## src/hw/rtl/slad_pkg.sv

```systemverilog
// ----------------------------------------------------------------------------
// slad_pkg - shared types and constants for the store/load alias detector
// Field masks for the two recognized load/store encodings, key layout and
// table sizing.
// ----------------------------------------------------------------------------
package slad_pkg;

    localparam int STORE_SLOTS = 32;
    localparam int SLOT_IDX_W  = (STORE_SLOTS > 1) ? $clog2(STORE_SLOTS) : 1;
    localparam int SLOT_CNT_W  = $clog2(STORE_SLOTS + 1);

    localparam int WORD_W = 32;
    localparam int KEY_W  = 20;

    localparam logic [WORD_W-1:0] IMM12_MASK  = 32'h3B00_0000;
    localparam logic [WORD_W-1:0] IMM12_MATCH = 32'h3900_0000;
    localparam logic [WORD_W-1:0] IMM9_MASK   = 32'h3B20_0C00;
    localparam logic [WORD_W-1:0] IMM9_MATCH  = 32'h3800_0000;

    localparam logic [1:0] OPC_STORE = 2'd0;

    // decoded instruction word
    typedef struct packed {
        logic             hit;      // recognized load/store form
        logic             is_store;
        logic [KEY_W-1:0] key;
    } t_dec;

endpackage

```

## src/hw/rtl/slad_decode.sv

```systemverilog
// ----------------------------------------------------------------------------
// slad_decode - load/store form decoder
// Recognizes the unsigned imm12 and unscaled imm9 forms and packs the
// format/size/base/offset key.
// ----------------------------------------------------------------------------
module slad_decode (
    input  logic [slad_pkg::WORD_W-1:0] i_word,
    output slad_pkg::t_dec              o_dec
);
    import slad_pkg::*;

    logic is_imm12;
    logic is_imm9;

    assign is_imm12 = ((i_word & IMM12_MASK) == IMM12_MATCH);
    assign is_imm9  = ((i_word & IMM9_MASK) == IMM9_MATCH);

    always_comb begin
        o_dec.hit      = is_imm12 | is_imm9;
        o_dec.is_store = (i_word[23:22] == OPC_STORE);
        // imm12 takes priority over imm9 when both patterns match
        if (is_imm12) begin
            o_dec.key = {1'b0, i_word[31:30], i_word[9:5], i_word[21:10]};
        end else begin
            o_dec.key = {1'b1, i_word[31:30], i_word[9:5], 3'b000, i_word[20:12]};
        end
    end

endmodule

```

## src/hw/rtl/slad_table.sv

```systemverilog
// ----------------------------------------------------------------------------
// slad_table - store key table and sticky hazard flag
// Appends store keys, compares load keys against every filled slot in
// parallel, and clears on the last word of a region.
// ----------------------------------------------------------------------------
module slad_table (
    input  logic           i_clk,
    input  logic           i_rst_n,
    input  logic           i_fire,
    input  logic           i_last,
    input  slad_pkg::t_dec i_dec,
    output logic           o_hazard
);
    import slad_pkg::*;

    logic [KEY_W-1:0]      r_keys [STORE_SLOTS];
    logic [SLOT_CNT_W-1:0] r_count;
    logic [SLOT_CNT_W-1:0] n_count;
    logic                  r_hazard;
    logic                  n_hazard;
    logic [STORE_SLOTS-1:0] slot_match;
    logic                  load_hit;
    logic                  do_store;

    always_comb begin
        for (int i = 0; i < STORE_SLOTS; i++) begin
            slot_match[i] = (SLOT_CNT_W'(i) < r_count) && (r_keys[i] == i_dec.key);
        end
    end

    assign load_hit = i_dec.hit && !i_dec.is_store && (|slot_match);
    assign do_store = i_fire && i_dec.hit && i_dec.is_store &&
                      (r_count < SLOT_CNT_W'(STORE_SLOTS));

    // flag as seen by the last word, including its own compare
    assign o_hazard = r_hazard | load_hit;

    always_comb begin
        n_count  = r_count;
        n_hazard = r_hazard;
        if (i_fire) begin
            if (i_last) begin
                n_count  = '0;
                n_hazard = 1'b0;
            end else begin
                n_hazard = r_hazard | load_hit;
                if (do_store) begin
                    n_count = r_count + 1'b1;
                end
            end
        end
    end

    always_ff @(posedge i_clk) begin
        if (!i_rst_n) begin
            r_count  <= '0;
            r_hazard <= 1'b0;
        end else begin
            r_count  <= n_count;
            r_hazard <= n_hazard;
        end
    end

    always_ff @(posedge i_clk) begin
        if (do_store && !i_last) begin
            r_keys[r_count[SLOT_IDX_W-1:0]] <= i_dec.key;
        end
    end

    a_count_bound: assert property (@(posedge i_clk) disable iff (!i_rst_n)
        r_count <= SLOT_CNT_W'(STORE_SLOTS))
        else $error("store count past table size");

    a_clear_on_last: assert property (@(posedge i_clk) disable iff (!i_rst_n)
        (i_fire && i_last) |=> (r_count == '0 && !r_hazard))
        else $error("state not cleared after last word");

    a_store_appends: assert property (@(posedge i_clk) disable iff (!i_rst_n)
        (do_store && !i_last) |=> (r_count == $past(r_count) + 1'b1))
        else $error("store did not advance count");

    a_hazard_sticky: assert property (@(posedge i_clk) disable iff (!i_rst_n)
        (r_hazard && !(i_fire && i_last)) |=> r_hazard)
        else $error("hazard flag dropped inside a region");

endmodule

```

## src/hw/rtl/store_load_alias_detector_top.sv

```systemverilog
// ----------------------------------------------------------------------------
// store_load_alias_detector_top - store/load alias detector
// Stream-in instruction words, stream-out one hazard word per region.
// ----------------------------------------------------------------------------
// One instruction word is taken every cycle unless the input stalls. While a
// word is in the input register it is decoded and its key is compared against
// all filled store slots at once; the table and the hazard flag update as it
// leaves that register. The word marked tlast produces one output word (bit 0 =
// hazard) via the output register after the input register, and clears the table.
// The input stalls only when a last word is in the input register while the
// previous result still waits in the output register. No clearing pass after reset.
// ----------------------------------------------------------------------------
module store_load_alias_detector_top (
    input  logic                        i_clk,
    input  logic                        i_rst_n,
    input  logic                        s_axis_tvalid,
    output logic                        s_axis_tready,
    input  logic [slad_pkg::WORD_W-1:0] s_axis_tdata,  // [31:0] instr_word
    input  logic                        s_axis_tlast,  // last
    output logic                        m_axis_tvalid,
    input  logic                        m_axis_tready,
    output logic [7:0]                  m_axis_tdata   // [0] hazard, [7:1] zero
);
    import slad_pkg::*;

    logic              r_in_valid;
    logic [WORD_W-1:0] r_in_word;
    logic              r_in_last;
    logic              r_out_valid;
    logic              r_out_hazard;
    logic              advance;
    logic              fire;
    logic              hazard;
    t_dec              dec;

    // a last word may move only if the output register has room
    assign advance = !(r_in_last && r_out_valid && !m_axis_tready);
    assign fire    = r_in_valid && advance;
    assign s_axis_tready = !r_in_valid || advance;

    always_ff @(posedge i_clk) begin
        if (!i_rst_n) begin
            r_in_valid <= 1'b0;
            r_in_last  <= 1'b0;
        end else if (s_axis_tready) begin
            r_in_valid <= s_axis_tvalid;
            r_in_last  <= s_axis_tvalid && s_axis_tlast;
        end
    end

    always_ff @(posedge i_clk) begin
        if (s_axis_tready && s_axis_tvalid) begin
            r_in_word <= s_axis_tdata;
        end
    end

    slad_decode u_decode (
        .i_word (r_in_word),
        .o_dec  (dec)
    );

    slad_table u_table (
        .i_clk    (i_clk),
        .i_rst_n  (i_rst_n),
        .i_fire   (fire),
        .i_last   (r_in_last),
        .i_dec    (dec),
        .o_hazard (hazard)
    );

    always_ff @(posedge i_clk) begin
        if (!i_rst_n) begin
            r_out_valid <= 1'b0;
        end else if (fire && r_in_last) begin
            r_out_valid <= 1'b1;
        end else if (m_axis_tready) begin
            r_out_valid <= 1'b0;
        end
    end

    always_ff @(posedge i_clk) begin
        if (fire && r_in_last) begin
            r_out_hazard <= hazard;
        end
    end

    assign m_axis_tvalid = r_out_valid;
    assign m_axis_tdata  = {7'b0, r_out_hazard};

    a_no_overwrite: assert property (@(posedge i_clk) disable iff (!i_rst_n)
        (r_out_valid && !m_axis_tready) |-> !(fire && r_in_last))
        else $error("pending result overwritten");

    a_result_follows_last: assert property (@(posedge i_clk) disable iff (!i_rst_n)
        (fire && r_in_last) |=> r_out_valid)
        else $error("last word gave no result");

    a_nonlast_flows: assert property (@(posedge i_clk) disable iff (!i_rst_n)
        (r_in_valid && !r_in_last) |-> s_axis_tready)
        else $error("input stalled on a non-last word");

endmodule

```

## config.mk

```make
export PLATFORM = sky130hd
export DESIGN_NAME = store_load_alias_detector_top
export DESIGN_NICKNAME = d
export VERILOG_FILES = /design/src/hw/rtl/slad_pkg.sv /design/src/hw/rtl/slad_decode.sv /design/src/hw/rtl/slad_table.sv /design/src/hw/rtl/store_load_alias_detector_top.sv
export SDC_FILE = /design/constraint.sdc
export NUM_CORES = 1
export LEC_CHECK = 0
export ABC_AREA = 1
export BUFFER_PORTS_ARGS = -buffer_cell sky130_fd_sc_hd__buf_2
export CAP_MARGIN = 25
export CORE_MARGIN = 2
export CORE_UTILIZATION = 45
export CTS_CLUSTER_SIZE = 10
export DETAILED_ROUTE_END_ITERATION = 10
export SETUP_SLACK_MARGIN = 0.1
export SYNTH_ARGS = -nofsm -noshare
export SYNTH_HDL_FRONTEND = slang
export SYNTH_SLANG_ARGS = --single-unit
```

## constraint.sdc

```tcl
create_clock -name i_clk -period 6.3 [get_ports i_clk]
set_input_delay 0 -clock i_clk [delete_from_list [all_inputs] [get_ports i_clk]]
set_output_delay 0 -clock i_clk [all_outputs]
set_load 0.1 [all_outputs]
```

# Word level (Yosys, flattened, before mapping)

Memories as Yosys holds them, arrays and structs flattened.
Index checks and enable logic that the tools add are counted.

RAM bits: 640
Bits of input ports: 37
Bits in registers: 43
Word-level logic and storage cells: 141
Memories: 1
Output and inout bits: 10

Reductions and logical operators: 55
Multiplexer cells: 8
Bitwise gates (word level): 2
Add/sub/neg operators: 1
Eq/ne operators: 34
Order comparisons: 33

Memories:

| memory         | words | width | read ports | clocked after Yosys merged registers in | wr ports | line             | source |
|---|---|---|---|---|---|---|---|
| u_table.r_keys | 32    | 20    | 32         | 0                                       | 1        | slad_table.sv:16 | `logic [KEY_W-1:0] r_keys [STORE_SLOTS];` |

Operators with widths:

| kind                | count |
|---|---|
| $eq 20x20->1        | 32 |
| $lt 5x6->1 const A  | 16 |
| $lt 4x6->1 const A  | 8 |
| $logic_and 1x1->1   | 44 |
| $reduce_or 32->1    | 1 |
| $lt 3x6->1 const A  | 4 |
| $mux 20             | 1 |
| $lt 1x6->1 const A  | 2 |
| $lt 2x6->1 const A  | 2 |
| $mux 6              | 2 |
| $eq 8x8->1 const B  | 1 |
| $add 6x1->6 const B | 1 |
| $lt 6x6->1 const B  | 1 |
| $eq 5x5->1 const B  | 1 |
| $logic_not 1->1     | 5 |
| $mux 1              | 5 |
| $reduce_bool 2->1   | 2 |
| $logic_not 2->1     | 1 |
| $or 1x1->1          | 2 |
| $reduce_and 2->1    | 1 |
| $logic_or 1x1->1    | 1 |

# Logic depth before layout (Yosys ltp)

Gate-level depths: netlist (run 1).

Depth after elaboration: 10
Mapped depth: 20
Gate-level depth less buffers: 19

# By module

From an unflattened synthesis (run 1), not the netlist that was laid out.

Cell total of the unflattened synthesis: 3281
Area total of the unflattened synthesis: 32208.4 um^2

Modules (own cells, without submodules):

| module                        | cells each | instances | area an instance (um^2) |
|---|---|---|---|
| slad_table                    | 3164       | 1         | 30714.5 |
| store_load_alias_detector_top | 63         | 1         | 1198.6 |
| slad_decode                   | 54         | 1         | 295.3 |

# Least setup slack after synthesis (run 1)

No wires, ideal clock.

Kind: flip-flop to flip-flop
Start: reg r_in_word[25]
End: mem u_table.r_keys[0][0] (enable)
Path buffers: 3
Arrival time: 2.612 ns
Required time: 5.903 ns
Slack: 3.292 ns
Clock period less this slack: 3.008 ns
Stages on the path, launching flop included: 13
Path through: edfxtp_1 -> inv_1 -> nand2_1 -> nor2_2 -> buf_6 -> buf_6 -> buf_4 -> a31oi_1 -> inv_1 -> nand4_1 -> nor2_2 -> nand2_1 -> nor2_1

Word-level cells in the longest chain between the ends: 8
Elaborated cells on any way between the ends: 9
Classes of those cells: 2 x eq/ne; 2 x mux; 1 x bitwise; 4 x reduce/logical

RTL lines:

| element                                         | line                                 | source |
|---|---|---|
| start, declared                                 | store_load_alias_detector_top.sv:27  | `logic [WORD_W-1:0] r_in_word;` |
| start signal, assigned                          | store_load_alias_detector_top.sv:53  | `r_in_word <= s_axis_tdata;` |
| $eq 8x8->1 / $eq 5x5->1 (equally long branches) | slad_decode.sv:16, slad_decode.sv:15 |  |
| $or 1x1->1 *                                    | slad_decode.sv:19                    | `o_dec.hit = is_imm12 \| is_imm9;` |
| $logic_and 1x1->1 * (3 in a row)                | slad_table.sv:32                     | `assign do_store = i_fire && i_dec.hit && i_dec.is_store &&` |
| $logic_and 1x1->1 *                             | slad_table.sv:65                     | `if (do_store && !i_last) begin` |
| $mux 1 *                                        | slad_table.sv:65                     |  |
| $mux 1 (implied by the code) *                  | slad_table.sv:66                     | `r_keys[r_count[SLOT_IDX_W-1:0]] <= i_dec.key;` |
| end, declared                                   | slad_table.sv:16                     |  |

Every way passes the cells marked *; elsewhere a longest branch is shown, timed or not.

# Worst setup path in the final report (run 1)

Start: reg r_in_word[27]
End: reg r_out_hazard (data pin)

Word-level cells in the longest chain between the ends: 7
Elaborated cells on any way between the ends: 72
Classes of those cells: 34 x eq/ne; 1 x mux; 2 x bitwise; 35 x reduce/logical

RTL lines:

| element              | line                                | source |
|---|---|---|
| $eq 5x5->1           | slad_decode.sv:15                   | `assign is_imm12 = ((i_word & IMM12_MASK) == IMM12_MATCH);` |
| $mux 20              | slad_decode.sv:22                   | `if (is_imm12) begin` |
| $eq 20x20->1         | slad_table.sv:27                    | `slot_match[i] = (SLOT_CNT_W'(i) < r_count) && (r_keys[i] == i_dec.key);` |
| $logic_and 1x1->1    | slad_table.sv:27                    |  |
| $reduce_or 32->1     | slad_table.sv:31                    | `assign load_hit = i_dec.hit && !i_dec.is_store && (\|slot_match);` |
| $logic_and 1x1->1 *  | slad_table.sv:31                    |  |
| $or 1x1->1 *         | slad_table.sv:36                    | `assign o_hazard = r_hazard \| load_hit;` |
| via hazard           | store_load_alias_detector_top.sv:33 | `logic hazard;` |
| end signal, assigned | store_load_alias_detector_top.sv:83 | `r_out_hazard <= hazard;` |
| end, declared        | store_load_alias_detector_top.sv:30 | `logic r_out_hazard;` |

The timed path passes the listed nets; every way through them passes the cells marked *.
A chain may end at the register's enable or synchronous reset.

==> results of run 1 <==
cells by family (layout without fill, tap and decap cells):
group | count (synthesis) | after routing | synth area share [%]
AOI/OAI and AO/OA | 55 | 55 | 0.9076
adders and majority gates | 4 | 4 | 0.1532
other | 1 | 7 | 0.01148
xor gates and xnor gates | 207 | 207 | 5.549
and+or+nand+nor | 1920 | 1920 | 23.46
buffers and inverters | 635 | 773 | 8.000
DFF | 677 | 677 | 61.92
synth_stat cells (2+ instances only):
master	n
buf_4	31
clkbuf_1	23
o21ai_1	9
buf_1	2
o21ai_0	26
nor2_1	391
clkinv_1	6
nand3_1	182
nand2_2	13
nand3b_1	11
buf_6	5
xor2_1	101
inv_2	2
inv_1	505
buf_2	61
nand2_1	1272
dfxtp_1	10
o211ai_1	6
ha_1	4
nand4_1	29
a21oi_1	12
nor3_1	3
nand3_2	7
xnor2_1	106
edfxtp_1	667
nor2_2	5
or2_2	5
layout make-up:
class	instances	share of cell area (%)
Timing Repair Buffer	153	3.833
Tap cell	950	3.220
Multi-Input combinational cell	2193	27.00
Sequential cell	677	54.80
Inverter	513	5.216
Clock buffer	98	5.778
Clock inverter	9	0.1593
worst max-delay path by stage:
stage	startpoint	cells after the start	end
global placement	r_in_word[25]	10	u_table.r_keys[16][10]
global route	r_in_word[27]	20	r_out_hazard
CTS	r_in_word[25]	10	u_table.r_keys[13][5]
detailed placement	r_in_word[28]	20	r_out_hazard
finish	r_in_word[27]	19	r_out_hazard
floorplan	r_in_word[25]	12	u_table.r_keys[0][0]
routing by layer:
metal / wire length (um) / track usage, % / share of wire (%) / vias up
met4: 2934 / 8.168 / 3.2 / 0
met2: 41690 / 40.29 / 45 / 800
li1: - / - / - / 11169
met3: 7007 / 3.965 / 7.6 / 165
met5: 0 / 0 / 0 / -
met1: 40520 / 34.60 / 44 / 10829
report_power, final:
group	internal (mW)	leakage (nW)	switching, mW
registers	4.96	5.87	0.00888
logic	0.149	8.96	0.439
clock network	2.35	1.07	1.73
critical path, cell delays in order, from the launching register on:
cell and delay (ns):
edfxtp_1 0.36, nand2_1 0.17, inv_1 0.10, nand3_4 0.37, nand2_1 0.43, nand2_2 0.77
buf_4 0.38, nand2_1 0.09, nand2_1 0.07, inv_1 0.03, nand2_1 0.05, nor2_1 0.04
nand3_1 0.08, nand2_1 0.07, nor2_1 0.17, nand2_1 0.22, nor2_1 0.16, nand2_1 0.09
nand2_1 0.10, nand2_1 0.05
flip-flops by register name (all words and copies together), names as in the netlist:
| signal | count |
|---|---|
| u_table.r_keys | 640 |
| r_in_word | 26 |
| u_table.r_count | 6 |
| m_axis_tvalid | 1 |
| r_in_last | 1 |
| r_in_valid | 1 |
| r_out_hazard | 1 |
| u_table.r_hazard | 1 |
stage by stage:
step / hold slack [ns] / area (sq um) / util, % / power, mW / instances
floorplan: 0.09887 / 32690 / - / 5.395 / 3505
global placement: 0.1766 / 34040 / 47.45 / 5.618 / 4429
detailed placement: 0.1784 / 34150 / 47.61 / 5.625 / 4436
CTS: 0.05835 / 36690 / 51.15 / 9.686 / 4578
global route: 0.08006 / 36920 / 51.47 / 9.914 / 4593
finish: 0.09130 / 36920 / 51.47 / 9.635 / 4593
what timing repair did:
action                    CTS  global route
hold endpoints to repair   40             0
buffers inserted            0             0
hold buffers               35             0
==> results_dict.tcl, run 1 <==
set metrics [dict create \
    status "completed" \
    clkSlewWorstSetupHoldPaths_ns 0.06 \
    min_period_over_period_pct 64.96 \
    die_x_um 273.4 \
    htree_levels 3 \
    syn_inst 3499 \
    core.rowCount 98 \
    final_cell_mix "1267 x nand2_1, 667 x edfxtp_1, 505 x inv_1" \
    fin_ws_ns 2.208 \
    min_from "s_axis_tdata[9]" \
    synth_warnings 0 \
    ys_ff_latch 677 \
    hold-path-endpoint "r_in_word[9]" \
    io_pins 47 \
    hold_viol 0 \
    synth.distinct_cells 32 \
    synthTopCellsByArea "edfxtp_1 61%, nand2_1 15%, inv_1 5.8%, nor2_1 4.5%, xnor2_1 2.8%" \
    rsz0062_at_grt "false" \
    r2r-start "r_in_word[27]" \
    ant_nets 0 \
    synthFlopType "edfxtp_1" \
    start_kind "register" \
    tightest_slew_ns 1.004 \
    hold_depth 2 \
    netlist.area_leader.share_pct 61.31 \
    cts_sinks 677 \
    grt_pass1_wl_um 136600 \
    grt_usage_pct 24.99 \
    start_util_pct 45.55 \
    fin_skew_ns 0.02582 \
    cap_viol_max_count 0 \
    clockRootBuffer "clkbuf_16" \
    hpwlAfterDp_um 54830 \
    async_reset_ff_share_pct 0 \
    final_nets 3658 \
    ctsResizeCount 0 \
    criticalPathCategory "reg -> reg" \
    cts_buffers 79 \
    syn-cell-area_sq_um 32670 \
    areaGrowthSynthToFinish_pct 13.00 \
    ir_worst_vdd_mv 0.2154 \
    cellPowerDensity_nw_per_um2 261.0 \
    max_freq_mhz 244.4 \
    core_sq_um 71730 \
    seq_area_sq_um 20230 \
    wl_per_cell_um 20.06 \
    portBuffers 33 \
    rrSetupSlack_ns 2.21 \
    setup_tns_ns 0 \
    rr_endpoint "r_out_hazard" \
    grt_max_degree 51 \
    antenna_found_initial 3 \
    synth_edf_count 667 \
    overflow 0 \
    drt_iter0_markers 2463 \
    period_needed_ns 4.092 \
    crit_arrival_ns 4.47 \
    slew_headroom_pct 32.83 \
    routed_wl_um 92160 \
    drv_slew 0 \
    p_leak_nw 15.89 \
    worstPathRequired_ns 6.68 \
    gp_congestion 0.8665 \
    drc 0 \
    hold_path.class "in -> reg" \
    viasPerCell 5.000 \
    diodes 0 \
    clockBufferDepth 3 \
    fillers 6405 \
    yosysSeqAreaShare_pct 61.92 \
    critical_path.endpoint_type "register" \
    drive_above_1_share_pct 7.466 \
    tritoncts "yes" \
    dr.pass1.iters 5 \
    setup_viol 0 \
    grt_pass1_vias 21394 \
    pre_cts_ws_ns 2.227 \
    fp.dieH_um 273.4 \
    synth_area_leader_cell "edfxtp_1" \
    final_common_cell "nand2_1" \
    crit_path_max_fanout 34 \
    rr_worst_depth 19 \
    via_count 22963 \
    multi_input_area_sq_um 9967 \
    clk_latency_ns 0.62 \
    synth.avg_cell_area_sq_um 9.337 \
    die_area_sq_um 74770 \
]
Note: power is estimated with default switching activity, not from simulation.
==> run 2, diff against run 1 <==
==> constraint.sdc (replaced) <==
create_clock -name i_clk -period 4 [get_ports i_clk]
set_input_delay 0 -clock i_clk [delete_from_list [all_inputs] [get_ports i_clk]]
set_output_delay 0 -clock i_clk [all_outputs]
set_load 0.1 [all_outputs]
==> results_dict.tcl, run 2 (synthesized netlist as in run 1, its figures left out) <==
set metrics [dict create \
    status "completed" \
    start_util_pct 45.55 \
    final_cell_mix "1267 x nand2_1, 667 x edfxtp_1, 505 x inv_1" \
    rsz0062_at_grt "false" \
    clockPowerShare_pct 42.8 \
    slowest_stage "nor2_4" \
    fin_util_pct 52.42 \
    crit_arrival_ns 3.82 \
    worstPathRequired_ns 4.37 \
    fin_skew_ns 0.01983 \
    final_nets 3718 \
    criticalPathCategory "reg -> reg" \
    dr.pass1.iters 5 \
    finalInstanceArea_sq_um 37600 \
    io_pins 47 \
    cts_buffers 80 \
    cap_viol_max_count 0 \
    routed_wl_um 90910 \
    cts_setup_buffers 0 \
    antenna_found_initial 0 \
    drv_slew 0 \
    switching_share_pct 22.25 \
    crit_cells 20 \
    slew_headroom_pct 46.24 \
    combPwrFrac_pct 6.4 \
    largest_reg_flops 640 \
    pre_cts_ws_ns 0.6417 \
    grt_pass1_wl_um 135400 \
    crit_chain "inv_1, nand2_1, nor2_4, buf_4, nand3_1, nand2_2, buf_12, nand2_1, nand2_1, inv_1, nand2_1, nor2_1, nand3_1, nand2_1, nor2_1, nand2_1, nor2_1, nand2_1, nand2_1, nand2_1" \
    grt_pass1_vias 21618 \
    fillers 6348 \
    period_needed_ns 3.458 \
    viasPerCell 4.977 \
    seq_power_share_pct 50.8 \
    critical_path.endpoint_type "register" \
    ant_nets 0 \
    drc 0 \
    hpwlAfterDp_um 56460 \
    total_power_mw 15.39 \
    place_inst 4511 \
    htree_levels 3 \
    crit_path_max_incr_delay_ns 0.41 \
    grt_usage_pct 24.52 \
    clk_latency_ns 0.62 \
    fp.dieH_um 273.4 \
    hold_depth 2 \
    diodes 0 \
    overflow 0 \
    hold_viol 0 \
    wl_per_cell_um 19.51 \
    setup_tns_ns 0 \
    hold-worst-slack_ns 0.09782 \
    critPathBufInv 4 \
    drt_iter0_markers 2248 \
    via_count 23190 \
    drive_above_1_share_pct 9.113 \
    fin_ws_ns 0.5421 \
    gp_congestion 0.8590 \
    post_layout_nonfiller_instances 4659 \
    clockBufferDepth 3 \
    min_period_over_period_pct 86.45 \
    die_x_um 273.4 \
    final_common_cell "nand2_1" \
    setup_viol 0 \
    internal_power_mw 11.96 \
    p_leak_nw 16.31 \
    start_kind "register" \
    cellPowerDensity_nw_per_um2 409.2 \
    switching_power_mw 3.423 \
    clkSlewWorstSetupHoldPaths_ns 0.05 \
    areaGrowthSynthToFinish_pct 15.10 \
    hold_path.class "in -> reg" \
    tritoncts "yes" \
    cts_sinks 677 \
    cp_top_family "simple AND/OR/NAND/NOR gates" \
    grt_max_degree 65 \
    rr_worst_depth 20 \
    core.rowCount 98 \
    tightest_slew_ns 0.8056 \
    crit_path_max_fanout 30 \
    crit_top_cell "nand2_1" \
    core_sq_um 71730 \
    placed_cell_area_sq_um 34960 \
    portBuffers 33 \
    ir_worst_vdd_mv 0.2806 \
    die_area_sq_um 74770 \
    max_freq_mhz 289.2 \
    clockRootBuffer "clkbuf_16" \
]
==> run 2: changes by cell type in the layout (fill, tap and decap cells not counted), moves of 3 or more <==
cell,before,now
buf_12,7,32
buf_4,56,113
buf_8,20,0
clkbuf_1,15,21
clkbuf_16,83,86
clkinv_1,13,9
==> run 2: power by group through the flow <==
stage	Sequential, mW	Combinational [mW]	Clock, mW
after floorplan	7.98	0.521	0
after global placement	7.96	0.938	0
after detailed placement	7.96	0.945	0
after CTS	7.82	0.973	6.70
after global routing	7.82	1.06	6.98
final	7.82	0.979	6.59
==> run 2: final timing paths <==
check	start	slack, ns	endpoint
max	r_in_word[25]	0.54	r_out_hazard
min	s_axis_tdata[5]	0.1	r_in_word[5]
max reg2reg	r_in_word[25]	0.54	r_out_hazard
min reg2reg	u_table.r_hazard	0.48	u_table.r_hazard
==> run 2: metal layers <==
layer | vias to the layer above | GRT usage [%] | share of wire (%)
li1 | 11293 | - | -
met1 | 10986 | 34.55 | 44
met2 | 766 | 39.59 | 46
met3 | 145 | 3.421 | 6.9
met4 | 0 | 7.219 | 2.8
met5 | - | 0 | 0
==> run 2: what timing repair did <==
action | in CTS | in global routing
gates resized for setup | 0 | 0
endpoints found under the hold margin | 36 | 0
hold buffers | 33 | 0
==> run 2: layout make-up <==
type / count / area [sq um] / area share, %
well taps: 950 / 1189 / 3.161
flip-flops and latches: 677 / 20230 / 53.79
clock buffers: 108 / 2245 / 5.969
inverters: 513 / 1926 / 5.121
repair buffers: 212 / 2012 / 5.350
multi-input cells: 2193 / 9967 / 26.50
clock inverters: 6 / 37.54 / 0.09982
==> run 2: worst reg2reg max path, cell delays in order (launching register included) <==
cell and delay (ns):
edfxtp_1 0.39, inv_1 0.07, nand2_1 0.10, nor2_4 0.41
buf_4 0.33, nand3_1 0.14, nand2_2 0.12, buf_12 0.27
nand2_1 0.09, nand2_1 0.07, inv_1 0.04, nand2_1 0.05
nor2_1 0.06, nand3_1 0.07, nand2_1 0.12, nor2_1 0.30
nand2_1 0.10, nor2_1 0.10, nand2_1 0.17, nand2_1 0.14
nand2_1 0.06
